## src/sv/lts_pkg.sv

```systemverilog
`timescale 1ns / 1ps
`default_nettype none

package lts_pkg;

    localparam int KEY_W   = 64;
    localparam int INDEX_W = 4;

    typedef logic [KEY_W-1:0]   t_key;
    typedef logic [INDEX_W-1:0] t_index;

    localparam logic CMD_LOOKUP = 1'b0;
    localparam logic CMD_INSERT = 1'b1;

endpackage

`default_nettype wire

```

## src/sv/lts_if.sv

```systemverilog
`timescale 1ns / 1ps
`default_nettype none

interface lts_req_if
    import lts_pkg::*;
();
    logic valid;
    logic ready;
    logic cmd;
    t_key key;

    modport source (output valid, output cmd, output key, input ready);
    modport sink   (input valid, input cmd, input key, output ready);
endinterface

interface lts_rsp_if
    import lts_pkg::*;
();
    logic   valid;
    logic   ready;
    logic   hit;
    t_index line_index;
    logic   evicted;

    modport source (output valid, output hit, output line_index, output evicted, input ready);
    modport sink   (input valid, input hit, input line_index, input evicted, output ready);
endinterface

`default_nettype wire

```

## src/sv/lru_tag_store.sv

```systemverilog
`timescale 1ns / 1ps
`default_nettype none

// Channel  | Direction | Payload
// i_req    | in        | cmd, key
// o_rsp    | out       | hit, line_index, evicted
//
// An item is registered on acceptance and resolved against the line state once the output
// register is free; that cycle's closing edge loads its result into the output register. Unless
// the output stalls, one item per cycle is sustained, as state updates land before the next item is resolved.
// Reset clears all lines to invalid and the stamp counter to zero; no clearing pass is needed.
// A stalled result holds the output register; the input register keeps accepting until it
// is also occupied.
// Recency is kept as a pairwise age matrix that mirrors the order of the stamps.

module lru_tag_store
    import lts_pkg::*;
#(
    parameter int LINES      = 10,
    parameter int KEY_BITS   = 64,
    parameter int STAMP_BITS = 32
) (
    input  wire     i_clk,
    input  wire     i_rst_n,
    lts_req_if.sink   i_req,
    lts_rsp_if.source o_rsp
);

    localparam int LINE_W = (LINES > 1) ? $clog2(LINES) : 1;
    localparam logic [STAMP_BITS-1:0] STAMP_MAX = {STAMP_BITS{1'b1}};

    logic                  r_in_valid;
    logic                  r_cmd;
    logic [KEY_BITS-1:0]   r_key;

    logic [LINES-1:0]      r_valid;
    logic [KEY_BITS-1:0]   r_keys [LINES];
    logic [LINES-1:0]      r_sat;
    logic [LINES-1:0]      r_older [LINES];
    logic [STAMP_BITS-1:0] r_top;

    logic                  r_out_valid;
    logic                  r_hit;
    t_index                r_idx;
    logic                  r_evicted;

    logic                  w_out_free;
    logic                  w_go;
    logic [LINES-1:0]      w_match;
    logic                  w_any_match;
    logic [LINE_W-1:0]     w_match_idx;
    logic                  w_any_free;
    logic [LINE_W-1:0]     w_free_idx;
    logic [LINES-1:0]      w_lru_oh;
    logic [LINE_W-1:0]     w_lru_idx;
    logic                  w_stamp_en;
    logic [LINE_W-1:0]     w_line;
    logic [STAMP_BITS-1:0] n_top;
    logic                  w_new_sat;
    logic                  w_hit;
    logic                  w_evicted;

    assign w_out_free  = !r_out_valid || o_rsp.ready;
    assign w_go        = r_in_valid && w_out_free;
    assign i_req.ready = !r_in_valid || w_out_free;

    always_comb begin
        w_match     = '0;
        w_match_idx = '0;
        w_free_idx  = '0;
        w_lru_idx   = '0;
        for (int i = 0; i < LINES; i++) begin
            w_match[i]  = r_valid[i] && (r_keys[i] == r_key);
            w_lru_oh[i] = 1'b1;
            for (int j = 0; j < LINES; j++) begin
                if (j != i) begin
                    w_lru_oh[i] = w_lru_oh[i] && r_older[i][j];
                end
            end
        end
        for (int i = LINES - 1; i >= 0; i--) begin
            if (w_match[i]) begin
                w_match_idx = LINE_W'(i);
            end
            if (!r_valid[i]) begin
                w_free_idx = LINE_W'(i);
            end
        end
        for (int i = 0; i < LINES; i++) begin
            if (w_lru_oh[i]) begin
                w_lru_idx = w_lru_idx | LINE_W'(i);
            end
        end
        w_any_match = |w_match;
        w_any_free  = !(&r_valid);
    end

    always_comb begin
        n_top     = (r_top == STAMP_MAX) ? r_top : r_top + 1'b1;
        w_new_sat = (n_top == STAMP_MAX);
        if (r_cmd == CMD_INSERT) begin
            w_hit      = 1'b0;
            w_evicted  = !w_any_free;
            w_line     = w_any_free ? w_free_idx : w_lru_idx;
            w_stamp_en = w_go;
        end else begin
            w_hit      = w_any_match;
            w_evicted  = 1'b0;
            w_line     = w_any_match ? w_match_idx : '0;
            w_stamp_en = w_go && w_any_match;
        end
    end

    always_ff @(posedge i_clk) begin
        if (!i_rst_n) begin
            r_in_valid <= 1'b0;
        end else if (i_req.ready) begin
            r_in_valid <= i_req.valid;
        end
        if (i_req.valid && i_req.ready) begin
            r_cmd <= i_req.cmd;
            r_key <= i_req.key[KEY_BITS-1:0];
        end
    end

    always_ff @(posedge i_clk) begin
        if (!i_rst_n) begin
            r_valid <= '0;
            r_sat   <= '0;
            r_top   <= '0;
            for (int i = 0; i < LINES; i++) begin
                for (int j = 0; j < LINES; j++) begin
                    r_older[i][j] <= (i < j);
                end
            end
        end else if (w_stamp_en) begin
            r_top <= n_top;
            for (int i = 0; i < LINES; i++) begin
                if (w_line == LINE_W'(i)) begin
                    r_sat[i] <= w_new_sat;
                    if (r_cmd == CMD_INSERT) begin
                        r_valid[i] <= 1'b1;
                    end
                end
                for (int j = 0; j < LINES; j++) begin
                    if (i != j && w_line == LINE_W'(i)) begin
                        r_older[i][j] <= w_new_sat && r_sat[j] && (i < j);
                    end else if (i != j && w_line == LINE_W'(j)) begin
                        r_older[i][j] <= !(w_new_sat && r_sat[i] && (j < i));
                    end
                end
            end
        end
    end

    always_ff @(posedge i_clk) begin
        if (w_go && r_cmd == CMD_INSERT) begin
            r_keys[w_line] <= r_key;
        end
    end

    always_ff @(posedge i_clk) begin
        if (!i_rst_n) begin
            r_out_valid <= 1'b0;
        end else if (w_out_free) begin
            r_out_valid <= r_in_valid;
        end
        if (w_go) begin
            r_hit     <= w_hit;
            r_idx     <= INDEX_W'(w_line);
            r_evicted <= w_evicted;
        end
    end

    assign o_rsp.valid      = r_out_valid;
    assign o_rsp.hit        = r_hit;
    assign o_rsp.line_index = r_idx;
    assign o_rsp.evicted    = r_evicted;

`ifndef SYNTHESIS
    a_lru_onehot: assert property (@(posedge i_clk) disable iff (!i_rst_n)
        (&r_valid) |-> $onehot(w_lru_oh))
        else $error("Age matrix does not give a single oldest line.");

    a_hit_not_evict: assert property (@(posedge i_clk) disable iff (!i_rst_n)
        r_out_valid |-> !(r_hit && r_evicted))
        else $error("A result reports both a hit and an eviction.");

    a_top_monotone: assert property (@(posedge i_clk)
        (i_rst_n && $past(i_rst_n)) |-> (r_top >= $past(r_top)))
        else $error("Stamp counter moved backward.");

    a_stamp_on_work: assert property (@(posedge i_clk) disable iff (!i_rst_n)
        (r_top != $past(r_top)) |-> $past(w_go))
        else $error("Stamp counter advanced without an item in process.");
`endif

endmodule

`default_nettype wire
```

## src/flat_wrapper.sv

```systemverilog
// flat-port wrapper written by rule: the top's interface ports become plain ports
module lru_tag_store_flat import lts_pkg::*;
#(
    parameter int LINES      = 10,
    parameter int KEY_BITS   = 64,
    parameter int STAMP_BITS = 32
)
  (i_clk, i_rst_n, i_req_valid, i_req_cmd, i_req_key, i_req_ready, o_rsp_valid, o_rsp_hit, o_rsp_line_index, o_rsp_evicted, o_rsp_ready);
  lts_req_if i_req_i ();
  lts_rsp_if o_rsp_i ();
  input  wire i_clk;
  input  wire i_rst_n;
  input wire logic [$bits(i_req_i.valid)-1:0] i_req_valid;
  input wire logic [$bits(i_req_i.cmd)-1:0] i_req_cmd;
  input wire logic [$bits(i_req_i.key)-1:0] i_req_key;
  output wire logic [$bits(i_req_i.ready)-1:0] i_req_ready;
  output wire logic [$bits(o_rsp_i.valid)-1:0] o_rsp_valid;
  output wire logic [$bits(o_rsp_i.hit)-1:0] o_rsp_hit;
  output wire logic [$bits(o_rsp_i.line_index)-1:0] o_rsp_line_index;
  output wire logic [$bits(o_rsp_i.evicted)-1:0] o_rsp_evicted;
  input wire logic [$bits(o_rsp_i.ready)-1:0] o_rsp_ready;
  assign i_req_i.valid = i_req_valid;
  assign i_req_i.cmd = i_req_cmd;
  assign i_req_i.key = i_req_key;
  assign i_req_ready = i_req_i.ready;
  assign o_rsp_valid = o_rsp_i.valid;
  assign o_rsp_hit = o_rsp_i.hit;
  assign o_rsp_line_index = o_rsp_i.line_index;
  assign o_rsp_evicted = o_rsp_i.evicted;
  assign o_rsp_i.ready = o_rsp_ready;
  lru_tag_store #(.LINES(LINES), .KEY_BITS(KEY_BITS), .STAMP_BITS(STAMP_BITS)) u_core (.i_clk(i_clk), .i_rst_n(i_rst_n), .i_req(i_req_i), .o_rsp(o_rsp_i));
endmodule
```

## config.mk

```make
export PLATFORM = sky130hd
export DESIGN_NAME = lru_tag_store_flat
export DESIGN_NICKNAME = d
export VERILOG_FILES = /design/src/sv/lts_pkg.sv /design/src/sv/lts_if.sv /design/src/sv/lru_tag_store.sv /design/src/flat_wrapper.sv
export SDC_FILE = /design/constraint.sdc
export NUM_CORES = 2
export LEC_CHECK = 0
export ABC_AREA = 1
export BUFFER_PORTS_ARGS = -buffer_cell sky130_fd_sc_hd__buf_2
export CORE_MARGIN = 5
export CORE_UTILIZATION = 30
export DETAILED_ROUTE_END_ITERATION = 8
export GPL_TIMING_DRIVEN = 0
export SYNTH_ARGS = -nofsm -noshare
export SYNTH_HDL_FRONTEND = slang
export SYNTH_SLANG_ARGS = --single-unit
```

## constraint.sdc

```tcl
create_clock -name i_clk -period 9 [get_ports i_clk]
set_clock_uncertainty 0.05 [all_clocks]
set_input_delay 2.7 -clock i_clk [delete_from_list [all_inputs] [get_ports i_clk]]
set_output_delay 2.7 -clock i_clk [all_outputs]
set_load 0.05 [all_outputs]
```

# Word level (Yosys, flattened, before mapping)
# Memory sizes are Yosys's and may differ from the RTL's.
# Index checks and enable logic that the tools add are counted.
# classes
addsub	1
n_reduce_logical	130
n_shift	0
mul	0
mux	617
n_div	0
bitwise	180
eq_ne	21
n_lt_le_gt_ge	0
# ops
cell	count
64-bit equality test	10
1-bit two-way mux	585
1-bit OR	180
4-bit two-way mux	25
1-bit logical AND	95
32-bit equality test (second input constant)	2
32-bit by 1-bit adder with 32-bit output (second input constant)	1
32-bit two-way mux	1
3-bit AND reduction	10
2-bit AND reduction	9
4-bit by 3-bit equality test with 1-bit output (second input constant)	4
3-bit two-way mux	4
1-bit logical NOT	11
10-bit AND reduction	1
10-bit OR reduction	1
4-bit by 2-bit equality test with 1-bit output (second input constant)	2
4-bit equality test (second input constant)	2
4-bit by 1-bit equality test with 1-bit output (second input constant)	1
4-bit logical NOT	1
2-bit two-way mux	2
1-bit logical OR	2
# word_totals
output_inout_bits	8
memories	2
input_bits	69
rom_bits	0
latch_bits	0
ramBits	740
wordCells	978
reg_bits	124
# mem_list
memory	words	width	rd	rd_ports_with_merged_regs	write_ports	line	source
u_core.r_keys	10	64	10	0	1	lru_tag_store.sv:37	logic [KEY_BITS-1:0] r_keys [LINES];
u_core.r_older	10	10	9	0	10	lru_tag_store.sv:39	logic [LINES-1:0] r_older [LINES];

# Longest topological paths before layout
# An unclocked memory read counts as a cell.
# depth
word_depth	27
mapped_depth	27
depth_no_buf	24

# Least setup slack after synthesis
# OpenSTA, ideal clock, no wires.
# synth_path
path_kind	in2reg
from	in o_rsp_ready
to	mem u_core.r_keys[2][0], enable pin
cell_stages	6
arrival_ns	6.051
path_slack_ns	2.411
required_time_ns	8.462
path_cell_list	inv_1 nand2_1 nand2_1 nor2_1 inv_1 nor2_1
# synth_between
elab_chain_cells	5
# synth_rtl
item	line	source
from (decl)	flat_wrapper.sv:21	input wire logic [$bits(o_rsp_i.ready)-1:0] o_rsp_ready;
1-bit logical OR	lru_tag_store.sv:63	assign w_out_free = !r_out_valid || o_rsp.ready;
1-bit logical AND	lru_tag_store.sv:64	assign w_go = r_in_valid && w_out_free;
1-bit logical AND	lru_tag_store.sv:157	if (w_go && r_cmd == CMD_INSERT) begin
1-bit two-way mux	lru_tag_store.sv:157	
1-bit two-way mux (implied by the code)	lru_tag_store.sv:158	r_keys[w_line] <= r_key;
to (decl)	lru_tag_store.sv:37	
# Every way passes these cells.

# Worst setup path after layout
# layout_path
from	reg u_core.r_key[23]
to	mem u_core.r_keys[6][2], enable pin
# layout_between
elab_chain_cells	14
word_cells_on_any_way	33
cone_classes	eq/ne (10); mux (12); reduce/logical (11)
# layout_rtl
item	line	source
from (decl)	lru_tag_store.sv:34	logic [KEY_BITS-1:0] r_key;
from (signal assigned)	lru_tag_store.sv:122	r_key <= i_req.key[KEY_BITS-1:0];
64-bit equality test	lru_tag_store.sv:73	w_match[i] = r_valid[i] && (r_keys[i] == r_key);
1-bit logical AND	lru_tag_store.sv:73	
4-bit two-way mux (10 in series)	lru_tag_store.sv:82	if (w_match[i]) begin
4-bit two-way mux (*)	lru_tag_store.sv:109	w_line = w_any_match ? w_match_idx : '0;
4-bit two-way mux (*)	lru_tag_store.sv:101	if (r_cmd == CMD_INSERT) begin
via u_core.w_line[3]	lru_tag_store.sv:57	logic [LINE_W-1:0] w_line;
# The timed path passes the listed nets; every way through them passes the cells marked *.

==> impl_metrics.xml <==
<?xml version="1.0" encoding="UTF-8"?>
<metrics>
  <group name="clocking">
    <metric name="worst_skew_pair.late_latency" unit="ns">0.70</metric>
    <metric name="clock_path_buffers" unit="">3</metric>
    <metric name="clkSinkCount" unit="">845</metric>
    <metric name="cts.htree.levels" unit="">3</metric>
    <metric name="ctsRootBufferMaster" unit="">sky130_fd_sc_hd__clkbuf_16</metric>
    <metric name="post-cts-setup-buffer-count" unit="">0</metric>
    <metric name="cts-hold-fix-buffers" unit="">0</metric>
    <metric name="cts_made_buffers" unit="">92</metric>
    <metric name="clk_transition_reported_paths" unit="ns">0.06</metric>
    <metric name="cts_tree" unit="">built</metric>
    <metric name="cts_repair_resize_count" unit="">0</metric>
  </group>
  <group name="detailed_routing">
    <metric name="drtAntennaViolNets" unit="">0</metric>
    <metric name="vias" unit="">27818</metric>
    <metric name="vias_per_cell" unit="">5.29</metric>
    <metric name="routed_wirelength" unit="um">154000</metric>
    <metric name="wl_per_cell" unit="um">29.2</metric>
    <metric name="drc" unit="">0</metric>
    <metric name="drt_pre_antenna_iters" unit="">6</metric>
    <metric name="drt-initial-drc-count" unit="">4530</metric>
  </group>
  <group name="yosys">
    <metric name="area_contributors_post_synth" unit="">sky130_fd_sc_hd__edfxtp_1, sky130_fd_sc_hd__nand2_1, sky130_fd_sc_hd__nor2_1</metric>
    <metric name="yosys.area_share.xor_xnor" unit="">0.0552</metric>
    <metric name="yosysUniqueCellTypes" unit="">49</metric>
    <metric name="synth.avg_cell_area" unit="sq um">11.1</metric>
    <metric name="synth_compound_gate_area_share" unit="">0.0614</metric>
    <metric name="synth.area.mux_share" unit="">0</metric>
    <metric name="ys_seq_area_frac" unit="">0.669</metric>
    <metric name="post_synth_instance_area" unit="sq um">37100</metric>
    <metric name="synth_top_cells_by_count" unit="">sky130_fd_sc_hd__edfxtp_1, sky130_fd_sc_hd__nand2_1, sky130_fd_sc_hd__nor2_1</metric>
    <metric name="ys_seq_elements" unit="">845</metric>
    <metric name="syn_inst" unit="">3360</metric>
    <metric name="yosysTopAreaCellShare" unit="">0.640</metric>
    <metric name="count_of_flip_flops_with_a_built_in_enable_after_synthesis" unit="">792</metric>
    <metric name="netlist.top_cell.by_area" unit="">sky130_fd_sc_hd__edfxtp_1</metric>
    <metric name="synth_top_family_by_area" unit="">simple AND/OR/NAND/NOR gates</metric>
    <metric name="asyncSetResetFlopFracSynth" unit="">0</metric>
    <metric name="synth-adder-area-share" unit="">0.000337</metric>
    <metric name="synth_simple_gate_area_share" unit="">0.173</metric>
    <metric name="mappedNetlistNets" unit="">3430</metric>
    <metric name="synth_flop_cell" unit="">sky130_fd_sc_hd__edfxtp_1</metric>
    <metric name="most_frequently_used_cell_type_in_the_post_synthesis_netlist" unit="">sky130_fd_sc_hd__edfxtp_1</metric>
    <metric name="yosys_warning_total" unit="">0</metric>
  </group>
  <group name="global_routing">
    <metric name="grt_overflow_total" unit="">0</metric>
    <metric name="grt_pass1_wl" unit="um">208000</metric>
    <metric name="maximum_number_of_pins_on_one_net_before_global_route_repair" unit="">48</metric>
    <metric name="antenna_found_initial" unit="">12</metric>
    <metric name="grt.total_usage" unit="">0.228</metric>
    <metric name="first_global_vias" unit="">25756</metric>
  </group>
  <group name="finish">
    <metric name="nFillCells" unit="">12430</metric>
    <metric name="seqCellArea" unit="sq um">24800</metric>
    <metric name="flow.area_growth_from_synthesis" unit="%">15.8</metric>
    <metric name="final_layout_size_suffix_gt1_frac" unit="">0.120</metric>
    <metric name="multi_input_comb_area" unit="sq um">10800</metric>
    <metric name="finalNetCount" unit="">3616</metric>
  </group>
  <group name="sta">
    <metric name="period_needed" unit="ns">6.16</metric>
    <metric name="unrepaired_setup_endpoints_after_global_routing" unit="">false</metric>
    <metric name="fin_hold_ws" unit="ns">0.416</metric>
    <metric name="finalSetupViolations" unit="">0</metric>
    <metric name="timing.final.hold_violations" unit="">0</metric>
    <metric name="maxSlewViolCount" unit="">0</metric>
    <metric name="setup_slack" unit="ns">2.84</metric>
    <metric name="post-route-period-util" unit="">0.684</metric>
    <metric name="fmax" unit="GHz">0.162</metric>
    <metric name="worst_slew_margin_rel" unit="">0.0715</metric>
    <metric name="worst_pin_slew" unit="ns">1.39</metric>
    <metric name="timing.setup.tns" unit="ns">0</metric>
  </group>
  <group name="place">
    <metric name="place_worst_setup_slack" unit="ns">3.06</metric>
    <metric name="dp_hpwl" unit="um">110000</metric>
    <metric name="routabilityCongestion" unit="">1.01</metric>
    <metric name="port_buffers" unit="">75</metric>
  </group>
  <group name="die">
    <metric name="core_region_area" unit="sq um">123000</metric>
    <metric name="fp-row-count" unit="">129</metric>
    <metric name="initial_core_util" unit="">0.301</metric>
    <metric name="fp.dieArea" unit="sq um">131000</metric>
    <metric name="die_y" unit="um">362</metric>
    <metric name="boundaryPins" unit="">77</metric>
    <metric name="dieWidth" unit="um">362</metric>
  </group>
  <group name="pwr">
    <metric name="power_total" unit="uW">8830</metric>
    <metric name="p_leak" unit="uW">0.0151</metric>
    <metric name="worst_voltage_drop_across_the_vdd_grid" unit="mV">0.134</metric>
    <metric name="power_per_cell_area" unit="nW/um^2">205</metric>
  </group>
  <group name="setup_path">
    <metric name="cp_max_fo" unit="">25</metric>
    <metric name="critPathMostFrequentCell" unit="">sky130_fd_sc_hd__nor2_1</metric>
    <metric name="slowest_stage" unit="">sky130_fd_sc_hd__o21ai_0</metric>
    <metric name="worst_ep_required_time" unit="ns">9.32</metric>
    <metric name="crit_path_max_cell_delay" unit="ns">1.06</metric>
    <metric name="timing.critical_path.max_delay_family" unit="">simple AND/OR/NAND/NOR gates</metric>
    <metric name="critical_path.n_buffers_inverters" unit="">7</metric>
    <metric name="worstPathCellList" unit="">buf_4, inv_1, o21ai_0, nor2_1, nand2_1, nor2_1, nand2_1, nor2_1, nand3_1, o21ai_0, inv_1, nor2_1, nand3_1, nand2_2, inv_2, nand2_1, inv_2, buf_4, nand4_1, nor2_4, buf_12</metric>
    <metric name="critical_path.endpoint_type" unit="">flop</metric>
    <metric name="critPathKind" unit="">reg -&gt; reg</metric>
    <metric name="crit_arrival" unit="ns">6.48</metric>
    <metric name="start_kind" unit="">flop</metric>
  </group>
  <group name="worst_hold_path">
    <metric name="holdCritPathClass" unit="">reg -&gt; reg</metric>
  </group>
  <group name="job">
    <metric name="drv.max_cap_violation_count" unit="">0</metric>
  </group>
  <group name="status">
    <metric name="run_status" unit="">complete, no violations</metric>
  </group>
</metrics>
-- flip-flops by register name (all words and copies together), names as in the netlist --
| register | count |
|---|---|
| u_core.o_rsp.evicted | 1 |
| u_core.o_rsp.hit | 1 |
| u_core.o_rsp.line_index | 4 |
| u_core.o_rsp.valid | 1 |
| u_core.r_cmd | 1 |
| u_core.r_in_valid | 1 |
| u_core.r_key | 64 |
| u_core.r_keys | 640 |
| u_core.r_older | 81 |
| u_core.r_sat | 9 |
| u_core.r_top | 32 |
| u_core.r_valid | 10 |
-- metrics by stage --
stage | std cells | cell area, sq um | utilization
5_1_grt | 5260 | 43000 | 0.349
6_report | 5263 | 43000 | 0.349
3_3_place_gp | 5072 | 39600 | 0.321
4_1_cts | 5260 | 43000 | 0.349
3_5_place_dp | 5089 | 40000 | 0.324
2_1_floorplan | 3360 | 37100 | -
-- path summary, 6_finish.rpt --
path | start | end | slack, ns | cells past startpoint
setup / recovery | u_core.r_key[23] | u_core.r_keys[6][2] | 2.84 | 21
setup reg to reg | u_core.r_key[23] | u_core.r_keys[6][2] | 2.84 | 21
hold / removal | u_core.r_sat[8] | u_core.r_sat[8] | 0.42 | 2
hold reg to reg | u_core.r_sat[8] | u_core.r_sat[8] | 0.42 | 2
-- cells in the final DEF (no fill, tap or decap), types with 53 or more instances in the layout --
master,n
sky130_fd_sc_hd__xor2_1,89
sky130_fd_sc_hd__clkbuf_16,92
sky130_fd_sc_hd__nand3_1,179
sky130_fd_sc_hd__nand2_1,775
sky130_fd_sc_hd__clkbuf_1,55
sky130_fd_sc_hd__inv_2,61
sky130_fd_sc_hd__nor2_1,409
sky130_fd_sc_hd__dfxtp_1,53
sky130_fd_sc_hd__inv_1,147
sky130_fd_sc_hd__xnor2_1,145
sky130_fd_sc_hd__edfxtp_1,792
sky130_fd_sc_hd__o22ai_1,85
sky130_fd_sc_hd__o21ai_0,204
sky130_fd_sc_hd__nand4_1,79
sky130_fd_sc_hd__buf_2,141
-- cells by family (layout without fill, tap and decap cells) --
| logic type | after synthesis | in the layout |
|---|---|---|
| simple gates | 1528 | 1528 |
| flops | 845 | 845 |
| compound gates | 408 | 408 |
| buf+inv | 344 | 607 |
| xor+xnor | 234 | 234 |
| fa+ha+maj | 1 | 1 |
| other cells | 0 | 3 |
-- tightest hold or removal path, cell delays in order, from the launching register on --
cell and delay (ns):
sky130_fd_sc_hd__dfxtp_1 0.31, sky130_fd_sc_hd__nand3_1 0.07, sky130_fd_sc_hd__nand2_1 0.04
-- layer usage --
metal	part of all wire	vias to the layer above	track usage
met5	0	-	0
met4	0.060	0	0.121
met3	0.10	316	0.0421
met2	0.43	1725	0.346
met1	0.40	13751	0.312
li1	-	12026	-
-- where the power goes --
group          internal [uW]  leakage (uW)  switching, uW
sequential              4340       0.00760            130
combinational            130       0.00606            354
clock                   2220       0.00146           1650
total                   6690        0.0151           2140
-- cell type report --
cell class | instances | area share
flip-flops and latches | 845 | 0.578
multi-input cells | 2171 | 0.251
clock buffers | 124 | 0.0572
well taps | 1637 | 0.0476
inverters | 217 | 0.0193
repair buffers | 92 | 0.0179
plain buffers | 127 | 0.0162
clock inverters | 47 | 0.0126
diodes | 3 | 0.000175
Note: power is estimated with default switching activity, not from simulation.
